### src/rtl/ais_tx_pkg.sv
// ----------------------------------------------------------------------------
// ais_tx_pkg
// Shared types, constants and the control store of the AIS HDLC transmit
// framer.
// ----------------------------------------------------------------------------
package ais_tx_pkg;

  localparam int PRE_BITS    = 40;
  localparam int BUDGET_MAX  = 32;
  localparam int STUFF_MAX   = 63;
  localparam int RUN_LIMIT   = 5;

  localparam logic [15:0] CRC_INIT     = 16'hFFFF;
  localparam logic [15:0] CRC_POLY     = 16'h1021;
  localparam logic [39:0] PREAMBLE     = 40'h00_5555_557E;
  localparam logic [7:0]  FLAG_BYTE    = 8'h7E;
  localparam logic [5:0]  BUDGET_RESET = 6'd24;

  typedef logic [2:0] step_t;

  localparam step_t S_IDLE  = 3'd0;
  localparam step_t S_PRE   = 3'd1;
  localparam step_t S_BODY  = 3'd2;
  localparam step_t S_FCS   = 3'd3;
  localparam step_t S_FLAG  = 3'd4;
  localparam step_t S_PAD   = 3'd5;
  localparam step_t S_ALIGN = 3'd6;
  localparam step_t S_DONE  = 3'd7;

  typedef enum logic [2:0] {
    SRC_NONE = 3'd0,
    SRC_PRE  = 3'd1,
    SRC_DATA = 3'd2,
    SRC_FCS  = 3'd3,
    SRC_FLAG = 3'd4,
    SRC_ZERO = 3'd5
  } src_t;

  typedef enum logic [2:0] {
    LEN_8     = 3'd0,
    LEN_16    = 3'd1,
    LEN_40    = 3'd2,
    LEN_PAD   = 3'd3,
    LEN_ALIGN = 3'd4
  } len_t;

  typedef enum logic [1:0] {
    BR_NONE  = 2'd0,
    BR_LAST  = 2'd1,
    BR_START = 2'd2
  } br_t;

  typedef struct packed {
    src_t  src;
    len_t  len;
    logic  crc_en;
    logic  stuff_en;
    logic  pad_next;
    logic  wait_in;
    logic  clear;
    logic  mark_start;
    br_t   br;
    step_t nxt;
    step_t alt;
  } uword_t;

  typedef struct packed {
    uword_t     w;
    logic [5:0] idx;
    logic       fin;
    logic       load;
  } ctrl_t;

  typedef struct packed {
    logic       adv;
    logic       empty;
    logic [5:0] pad_n;
  } stat_t;

  function automatic uword_t ucode(input step_t addr);
    uword_t w;
    w = '{src: SRC_NONE, len: LEN_8, crc_en: 1'b0, stuff_en: 1'b0, pad_next: 1'b0,
          wait_in: 1'b0, clear: 1'b0, mark_start: 1'b0, br: BR_NONE,
          nxt: S_IDLE, alt: S_IDLE};
    case (addr)
      S_IDLE: begin
        w.wait_in = 1'b1;
        w.br      = BR_START;
        w.nxt     = S_PRE;
        w.alt     = S_BODY;
      end
      S_PRE: begin
        w.src        = SRC_PRE;
        w.len        = LEN_40;
        w.mark_start = 1'b1;
        w.nxt        = S_BODY;
      end
      S_BODY: begin
        w.src      = SRC_DATA;
        w.len      = LEN_8;
        w.crc_en   = 1'b1;
        w.stuff_en = 1'b1;
        w.br       = BR_LAST;
        w.nxt      = S_FCS;
        w.alt      = S_IDLE;
      end
      S_FCS: begin
        w.src      = SRC_FCS;
        w.len      = LEN_16;
        w.stuff_en = 1'b1;
        w.nxt      = S_FLAG;
      end
      S_FLAG: begin
        w.src      = SRC_FLAG;
        w.len      = LEN_8;
        w.pad_next = 1'b1;
        w.nxt      = S_PAD;
      end
      S_PAD: begin
        w.src = SRC_ZERO;
        w.len = LEN_PAD;
        w.nxt = S_ALIGN;
      end
      S_ALIGN: begin
        w.src = SRC_ZERO;
        w.len = LEN_ALIGN;
        w.nxt = S_DONE;
      end
      S_DONE: begin
        w.clear = 1'b1;
        w.nxt   = S_IDLE;
      end
      default: begin
        w.nxt = S_IDLE;
      end
    endcase
    return w;
  endfunction

  function automatic logic [5:0] last_idx(input len_t len, input logic [5:0] pad_n);
    logic [5:0] r;
    case (len)
      LEN_8:   r = 6'd7;
      LEN_16:  r = 6'd15;
      LEN_40:  r = 6'(PRE_BITS - 1);
      LEN_PAD: r = pad_n - 6'd1;
      default: r = '1;
    endcase
    return r;
  endfunction

endpackage

### src/rtl/ais_tx_useq.sv
// ----------------------------------------------------------------------------
// ais_tx_useq
// Micro-sequencer: step counter, control store lookup, bit index and
// branch logic. Owns the input handshake and the frame-started flag.
// ----------------------------------------------------------------------------
module ais_tx_useq (
  input  logic                clk,
  input  logic                rst,
  input  logic                in_valid,
  output logic                in_ready,
  input  logic                last_byte,
  input  ais_tx_pkg::stat_t   stat,
  output ais_tx_pkg::ctrl_t   ctrl
);

  ais_tx_pkg::step_t  upc, upc_next;
  logic [5:0]         idx, idx_next;
  logic               started, started_next;
  logic               last_r, last_r_next;
  ais_tx_pkg::uword_t w;
  logic               at_end;
  logic               take_alt;

  assign w        = ais_tx_pkg::ucode(upc);
  assign in_ready = w.wait_in;
  assign at_end   = (w.len != ais_tx_pkg::LEN_ALIGN) &&
                    (idx == ais_tx_pkg::last_idx(w.len, stat.pad_n));

  always_comb begin
    case (w.br)
      ais_tx_pkg::BR_LAST:  take_alt = !last_r;
      ais_tx_pkg::BR_START: take_alt = started;
      default:              take_alt = 1'b0;
    endcase
  end

  always_comb begin
    ctrl.w      = w;
    ctrl.idx    = idx;
    ctrl.load   = w.wait_in && in_valid;
    ctrl.fin    = (w.len == ais_tx_pkg::LEN_ALIGN) ||
                  (at_end && ((w.len == ais_tx_pkg::LEN_PAD) ||
                              (w.pad_next && (stat.pad_n == '0))));
  end

  always_comb begin
    upc_next     = upc;
    idx_next     = idx;
    started_next = started;
    last_r_next  = last_r;
    if (w.wait_in) begin
      if (in_valid) begin
        upc_next    = take_alt ? w.alt : w.nxt;
        idx_next    = '0;
        last_r_next = last_byte;
      end
    end else if (w.clear) begin
      upc_next     = w.nxt;
      started_next = 1'b0;
    end else if (stat.empty) begin
      upc_next = w.nxt;
      idx_next = '0;
    end else if (stat.adv) begin
      if (at_end) begin
        upc_next = take_alt ? w.alt : w.nxt;
        idx_next = '0;
        if (w.mark_start) begin
          started_next = 1'b1;
        end
      end else begin
        idx_next = idx + 6'd1;
      end
    end
  end

  always_ff @(posedge clk) begin
    if (rst) begin
      upc     <= ais_tx_pkg::S_IDLE;
      idx     <= '0;
      started <= 1'b0;
      last_r  <= 1'b0;
    end else begin
      upc     <= upc_next;
      idx     <= idx_next;
      started <= started_next;
      last_r  <= last_r_next;
    end
  end

  a_done_to_idle: assert property (@(posedge clk) disable iff (rst)
    (upc == ais_tx_pkg::S_DONE) |=> (upc == ais_tx_pkg::S_IDLE) && !started)
    else $error("frame close did not return to idle");

  a_pre_once: assert property (@(posedge clk) disable iff (rst)
    (upc == ais_tx_pkg::S_PRE) |-> !started)
    else $error("preamble sent inside a started frame");

endmodule

### src/rtl/ais_tx_dpath.sv
// ----------------------------------------------------------------------------
// ais_tx_dpath
// Bit datapath: bit source select, CRC-CCITT, zero insertion, NRZI,
// byte packer, output register and pad budget register.
// ----------------------------------------------------------------------------
module ais_tx_dpath (
  input  logic               clk,
  input  logic               rst,
  input  ais_tx_pkg::ctrl_t  ctrl,
  output ais_tx_pkg::stat_t  stat,
  input  logic [7:0]         payload_byte,
  input  logic               cfg_we,
  input  logic [5:0]         cfg_data,
  output logic               out_valid,
  input  logic               out_ready,
  output logic [7:0]         line_byte,
  output logic               frame_end
);

  logic [7:0]  data_r;
  logic [5:0]  pad_budget;
  logic [15:0] crc;
  logic [2:0]  ones_run;
  logic        pend;
  logic        level;
  logic [7:0]  pack_shift;
  logic [2:0]  pack_count;
  logic [5:0]  stuffed;

  logic        b;
  logic        tx;
  logic        lvl_new;
  logic        first;
  logic        sets_pend;
  logic        emit;
  logic        stall;
  logic        go;
  logic        out_load;
  logic        fb;
  logic [5:0]  budget;
  logic [5:0]  pad_n;
  logic        empty;
  logic        adv;

  always_comb begin
    case (ctrl.w.src)
      ais_tx_pkg::SRC_PRE:  b = ais_tx_pkg::PREAMBLE[6'(ais_tx_pkg::PRE_BITS - 1) - ctrl.idx];
      ais_tx_pkg::SRC_DATA: b = data_r[ctrl.idx[2:0]];
      ais_tx_pkg::SRC_FCS:  b = ~crc[4'd15 - ctrl.idx[3:0]];
      ais_tx_pkg::SRC_FLAG: b = ais_tx_pkg::FLAG_BYTE[3'd7 - ctrl.idx[2:0]];
      default:              b = 1'b0;
    endcase
  end

  always_comb begin
    budget = (pad_budget > 6'(ais_tx_pkg::BUDGET_MAX)) ?
             6'(ais_tx_pkg::BUDGET_MAX) : pad_budget;
    pad_n  = (stuffed <= budget) ? budget - stuffed : '0;
    empty  = ((ctrl.w.len == ais_tx_pkg::LEN_PAD) && (pad_n == '0)) ||
             ((ctrl.w.len == ais_tx_pkg::LEN_ALIGN) && (pack_count == '0));
  end

  assign tx        = pend ? 1'b0 : b;
  assign first     = (ctrl.w.src == ais_tx_pkg::SRC_PRE) && (ctrl.idx == '0);
  assign lvl_new   = first ? 1'b1 : (tx ? level : ~level);
  assign sets_pend = ctrl.w.stuff_en && !pend && b &&
                     (ones_run == 3'(ais_tx_pkg::RUN_LIMIT - 1));
  assign emit      = (ctrl.w.src != ais_tx_pkg::SRC_NONE) && !empty;
  assign stall     = emit && (pack_count == 3'd7) && out_valid && !out_ready;
  assign go        = emit && !stall;
  assign out_load  = go && (pack_count == 3'd7);
  assign adv       = go && (pend || !sets_pend);
  assign fb        = crc[15] ^ b;
  assign stat      = '{adv: adv, empty: empty, pad_n: pad_n};

  always_ff @(posedge clk) begin
    if (ctrl.load) begin
      data_r <= payload_byte;
    end
    if (out_load) begin
      line_byte <= {pack_shift[6:0], lvl_new};
      frame_end <= ctrl.fin;
    end
  end

  always_ff @(posedge clk) begin
    if (rst) begin
      pad_budget <= ais_tx_pkg::BUDGET_RESET;
    end else if (cfg_we) begin
      pad_budget <= cfg_data;
    end
  end

  always_ff @(posedge clk) begin
    if (rst) begin
      out_valid <= 1'b0;
    end else if (out_load) begin
      out_valid <= 1'b1;
    end else if (out_ready) begin
      out_valid <= 1'b0;
    end
  end

  always_ff @(posedge clk) begin
    if (rst || ctrl.w.clear) begin
      crc        <= ais_tx_pkg::CRC_INIT;
      ones_run   <= '0;
      pend       <= 1'b0;
      level      <= 1'b1;
      pack_shift <= '0;
      pack_count <= '0;
      stuffed    <= '0;
    end else if (go) begin
      level <= lvl_new;
      if (pack_count == 3'd7) begin
        pack_shift <= '0;
        pack_count <= '0;
      end else begin
        pack_shift <= {pack_shift[6:0], lvl_new};
        pack_count <= pack_count + 3'd1;
      end
      if (pend) begin
        pend     <= 1'b0;
        ones_run <= '0;
        if (stuffed != 6'(ais_tx_pkg::STUFF_MAX)) begin
          stuffed <= stuffed + 6'd1;
        end
      end else if (ctrl.w.stuff_en) begin
        if (sets_pend) begin
          pend     <= 1'b1;
          ones_run <= '0;
        end else if (b) begin
          ones_run <= ones_run + 3'd1;
        end else begin
          ones_run <= '0;
        end
      end
      if (ctrl.w.crc_en && !pend) begin
        crc <= {crc[14:0], 1'b0} ^ (fb ? ais_tx_pkg::CRC_POLY : 16'h0000);
      end
    end
  end

  a_pend_in_stuff: assert property (@(posedge clk) disable iff (rst)
    pend |-> ctrl.w.stuff_en)
    else $error("stuff bit pending outside a stuffed section");

  a_end_aligned: assert property (@(posedge clk) disable iff (rst)
    ctrl.w.clear |-> (pack_count == '0) && !pend)
    else $error("frame closed off a byte boundary");

endmodule

### src/rtl/ais_hdlc_tx_framer.sv
// ----------------------------------------------------------------------------
// ais_hdlc_tx_framer
// HDLC transmit framer with CRC-CCITT, zero insertion and NRZI line coding,
// emitting packed line bytes, earliest level in bit 7.
//
//   channel  direction  handshake            word
//   in       in         in_valid/in_ready    payload_byte, last_byte
//   out      out        out_valid/out_ready  line_byte, frame_end
//   cfg      in         cfg_we               cfg_data (pad_budget)
//
// One line bit per cycle from the bit datapath while the output stall below
// does not hold it. Each payload byte is taken in idle; each stuffed zero
// adds one line bit. A frame adds 40 preamble bits up front and, after the
// last byte, 16 CRC + 8 flag + pad + alignment bits and the closing steps.
// Reset is synchronous; pad_budget resets to 24.
// A full output register stalls the bit engine on the bit that would
// complete the next line byte.
// ----------------------------------------------------------------------------
module ais_hdlc_tx_framer (
  input  logic       clk,
  input  logic       rst,
  input  logic       in_valid,
  output logic       in_ready,
  input  logic [7:0] payload_byte,
  input  logic       last_byte,
  output logic       out_valid,
  input  logic       out_ready,
  output logic [7:0] line_byte,
  output logic       frame_end,
  input  logic       cfg_we,
  input  logic [5:0] cfg_data
);

  ais_tx_pkg::ctrl_t ctrl;
  ais_tx_pkg::stat_t stat;

  ais_tx_useq u_useq (
    .clk       (clk),
    .rst       (rst),
    .in_valid  (in_valid),
    .in_ready  (in_ready),
    .last_byte (last_byte),
    .stat      (stat),
    .ctrl      (ctrl)
  );

  ais_tx_dpath u_dpath (
    .clk          (clk),
    .rst          (rst),
    .ctrl         (ctrl),
    .stat         (stat),
    .payload_byte (payload_byte),
    .cfg_we       (cfg_we),
    .cfg_data     (cfg_data),
    .out_valid    (out_valid),
    .out_ready    (out_ready),
    .line_byte    (line_byte),
    .frame_end    (frame_end)
  );

endmodule
### config.mk
export PLATFORM = sky130hd
export DESIGN_NAME = ais_hdlc_tx_framer
export DESIGN_NICKNAME = d
export VERILOG_FILES = /design/src/rtl/ais_tx_pkg.sv /design/src/rtl/ais_tx_useq.sv /design/src/rtl/ais_tx_dpath.sv /design/src/rtl/ais_hdlc_tx_framer.sv
export SDC_FILE = /design/constraint.sdc
export NUM_CORES = 1
export LEC_CHECK = 0
export ABC_AREA = 1
export CAP_MARGIN = 20
export CORE_MARGIN = 4
export CORE_UTILIZATION = 64
export DETAILED_ROUTE_END_ITERATION = 7
export DONT_BUFFER_PORTS = 1
export GPL_TIMING_DRIVEN = 0
export PLACE_DENSITY = 0.8
export SYNTH_ARGS = -nofsm -noshare
export SYNTH_HDL_FRONTEND = slang
export SYNTH_SLANG_ARGS = --single-unit
### constraint.sdc
create_clock -name clk -period 3.95 [get_ports clk]
set_clock_uncertainty 0.1 [all_clocks]
set_input_delay 0.5925 -clock clk [delete_from_list [all_inputs] [get_ports clk]]
set_output_delay 0.5925 -clock clk [all_outputs]
set_load 0.03 [all_outputs]
==> metrics.md <==
| Metric | Value |
|---|---|
| Inserted Clock Buffers | 9 |
| Clock-pin slew on the worst setup and hold paths | 0.08 ns |
| Most Frequent Cell on Critical Path | nand2_1 |
| Global Route Usage Sum | 25.3% |
| Critical Path Slowest Stage Cell | fa_1 |
| Share of layout cells above drive strength 1 | 11.9% |
| MaxCap Viol Count | 0 |
| PortBufs | 0 |
| Via count | 3600 |
| Wire per inst | 14.1 um |
| Post-synthesis compound-gate area fraction | 12.4% |
| Crit-path cells | inv_1 -> nand4_1 -> nand2_1 -> nand2_1 -> ha_1 -> inv_1 -> fa_1 -> inv_1 -> nand2_1 -> nand2_1 -> nand3_2 -> buf_6 -> nand2_1 -> ha_1 -> nand2_1 -> o21ai_0 -> a21oi_1 -> nand3_1 -> nor3b_2 -> nand2_1 -> nor2_2 -> nand2_1 -> o21ai_1 |
| Vias in the first global route | 3511 |
| Peak supply drop | 0.000421 V |
| Distinct cell type count after synthesis | 45 |
| Max Root-Sink Buffers | 2 |
| Slowest stage delay, CP | 0.42 ns |
| Core area | 6030 um2 |
| Antenna Cells | 0 |
| Fin area | 4360 um2 |
| Final setup TNS | 0 ns |
| CP top delay family | simple AND/OR/NAND/NOR gates |
| Critical path required time | 4.04 ns |
| Main combinational cell family by area after synthesis | simple AND/OR/NAND/NOR gates |
| RSZ-0062 raised after global routing | no |
| Final Setup Violations | 0 |
| Dpl ws | 0.262 ns |
| Register area | 1610 um2 |
| NumNets Final | 596 |
| Least-Margin Pin Slew | 0.620 ns |
| Simple-gate share of the synthesized area | 32.3% |
| Mean Syn Cell Area | 7.45 um2 |
| Run status | completed |
| Fillers | 495 |
| Final worst-path setup slack | 0.453 ns |
| Tmin final | 3.50 ns |
| Grt ovf | 0 |
| Most used DFF post-synth | dfxtp_1 |
| Initial Util | 67.2% |
| Initial DRC Count | 298 |
| # DRC | 0 |
| H-tree depth | 3 |
| Yosys top cell area share | 27.2% |
| Part of the cycle the worst path needs | 88.5% |
| Clk root buf | clkbuf_8 |
| Placed Area | 4160 um2 |
| # IOs | 31 |
| CP Class | flop to flop |
| Multi-input gate area | 2120 um2 |
| Final Hold Fails | 0 |
| #FFs+latches synth | 72 |
| DP Wirelength | 6720 um |
| Area grow syn2layout | 7.63% |
| Power per cell area | 723 nW/um2 |
| Post-DR vias/cell | 5.65 |
| Adder-Cell Fraction of Synth Area | 6.05% |
| Area leader, netlist | dfxtp_1 |
| Cells after synthesis | 544 |
| Final Wtd Congestion | 0.890 |
| Critical Path Start Type | flop |
| Multiplexer share of the synthesized area | 0% |
| Mapped Area | 4050 um2 |
| Synth warn | 0 |
| Critical Path AT | 3.58 ns |
| CP Max Fanout | 10 |
| Initial antenna violation count | 0 |
| Die Area | 7670 um2 |
| Largest net degree at the start of global routing | 14 |
| Row cnt | 28 |
| Leading cell type by number of instances after synthesis | nand2_1 |
| Die Wd | 87.6 um |
| First drt pass iteration count | 5 |
| Hold buffer count at cts | 0 |
| Xor and xnor fraction of the mapped netlist area | 1.51% |
| Worst R2R Setup Slack | 0.45 ns |
| Die Y | 87.6 um |
| Slew HR | 58.5% |
| Fmax | 0.286 GHz |
| Crit. End Element | flop |
| Ranking of synthesized cells by area | dfxtp_1, nand2_1, edfxtp_1 |
| CTS sink cnt | 72 |
| Most frequent cells after synthesis | nand2_1, nand3_1, dfxtp_1 |
| Async set-reset flop share out of synthesis | 0% |
| WP buf/inv | 4 |
| Synth Net Count | 583 |
| Pins Over Slew Limit | 0 |
| Worst skew pair latency | 0.35 ns |
| Post-detailed-routing wire length | 8970 um |
| Worst hold-check path type | input port to flop |
| Seq/Total Area, Yosys | 39.8% |
| CTS tree | yes |
| First-pass GRT wire length | 15500 um |
| Cell leakage power | 1.96 nW |
| DRT antenna net count | 0 |
| EDFF count, synth | 17 |
## what timing repair did
action                                  4_1_cts  5_1_grt
hold endpoints to repair                      0        0
endpoints found under the setup margin        0        6
gates resized for setup                       0        3
buffers inserted                              0        0
## metrics by stage
step | hold WS, ns | instances | util (%) | total power, mW
2_1_floorplan | 0.309 | 544 | - | 2.23
3_5_place_dp | 0.333 | 621 | 69.0 | 2.57
6_report | 0.202 | 637 | 72.3 | 3.15
3_3_place_gp | 0.315 | 619 | 68.8 | 2.50
5_1_grt | 0.196 | 637 | 72.3 | 3.42
4_1_cts | 0.197 | 637 | 72.2 | 3.14
## sequential cells by signal, indices dropped and copies added, names as in the netlist, 6 cells and up
name	flops
u_dpath.pack_shift	7
u_dpath.data_r	8
u_dpath.line_byte	8
u_useq.idx	6
u_dpath.crc	16
u_dpath.pad_budget	6
u_dpath.stuffed	6
## worst reg2reg max path, stage by stage, from the launching register on
cell and delay [ns]:
dfxtp_1 0.32, inv_1 0.08, nand4_1 0.09, nand2_1 0.06, nand2_1 0.07, ha_1 0.13, inv_1 0.07, fa_1 0.42
inv_1 0.09, nand2_1 0.06, nand2_1 0.08, nand3_2 0.10, buf_6 0.17, nand2_1 0.08, ha_1 0.23, nand2_1 0.08
o21ai_0 0.07, a21oi_1 0.12, nand3_1 0.10, nor3b_2 0.18, nand2_1 0.08, nor2_2 0.15, nand2_1 0.20, o21ai_1 0.21
## placed cells by master (no fill, tap or decap), types with 4 or more instances in the layout
cell type / netlist / final
inv_2: 9 / 9
a21oi_1: 37 / 37
buf_2: 6 / 7
a211oi_1: 5 / 5
nor2_2: 5 / 6
dfxtp_1: 55 / 55
nor2_1: 42 / 41
edfxtp_1: 17 / 17
o21ai_1: 4 / 5
nor3_1: 4 / 4
nand2_1: 138 / 138
xor2_1: 4 / 4
a21oi_2: 4 / 4
inv_1: 54 / 54
ha_1: 18 / 18
o21ai_0: 18 / 17
nand3_1: 65 / 65
nand4_1: 7 / 7
clkbuf_8: 0 / 9
o21ai_2: 6 / 6
clkbuf_1: 4 / 4
## layout make-up
cell class              instances  share of cell area [%]
plain buffers                  14                    1.81
clock buffers                   9                    2.84
flip-flops and latches         72                    37.0
clock inverters                 7                    1.64
repair buffers                  2                   0.287
well taps                      75                    2.15
multi-input cells             394                    48.7
inverters                      64                    5.63
## metal layers
layer	wire [um]	track usage [%]	up-vias
met5	0	0	-
met4	206	11.0	0
met3	422	3.48	18
met2	4100	41.6	96
met1	4240	33.4	1644
li1	-	-	1842
## worst paths after layout
check / from / end / depth (start not counted)
setup reg to reg: u_dpath.pad_budget[2]$_SDFFE_PP0P_ / u_dpath.frame_end$_DFFE_PP_ / 23
hold / removal: rst / u_useq.last_r$_SDFFE_PP0P_ / 1
hold reg to reg: u_dpath.pack_shift[6]$_SDFFE_PP0P_ / u_dpath.line_byte[7]$_DFFE_PP_ / 0
setup / recovery: u_dpath.pad_budget[2]$_SDFFE_PP0P_ / u_dpath.frame_end$_DFFE_PP_ / 23
## power by group
group | leakage [nW] | switching [mW] | internal (mW)
logic | 1.25 | 1.01 | 0.518
registers | 0.617 | 0.138 | 0.915
clock network | 0.0933 | 0.284 | 0.291
## cell families after synthesis
logic type | after synthesis
DFF | 72
and+or+nand+nor | 283
xor gates and xnor gates | 7
AOI/OAI and AO/OA | 85
adders and majority gates | 19
buffers and inverters | 78
Note: power is estimated with default switching activity, not from simulation.
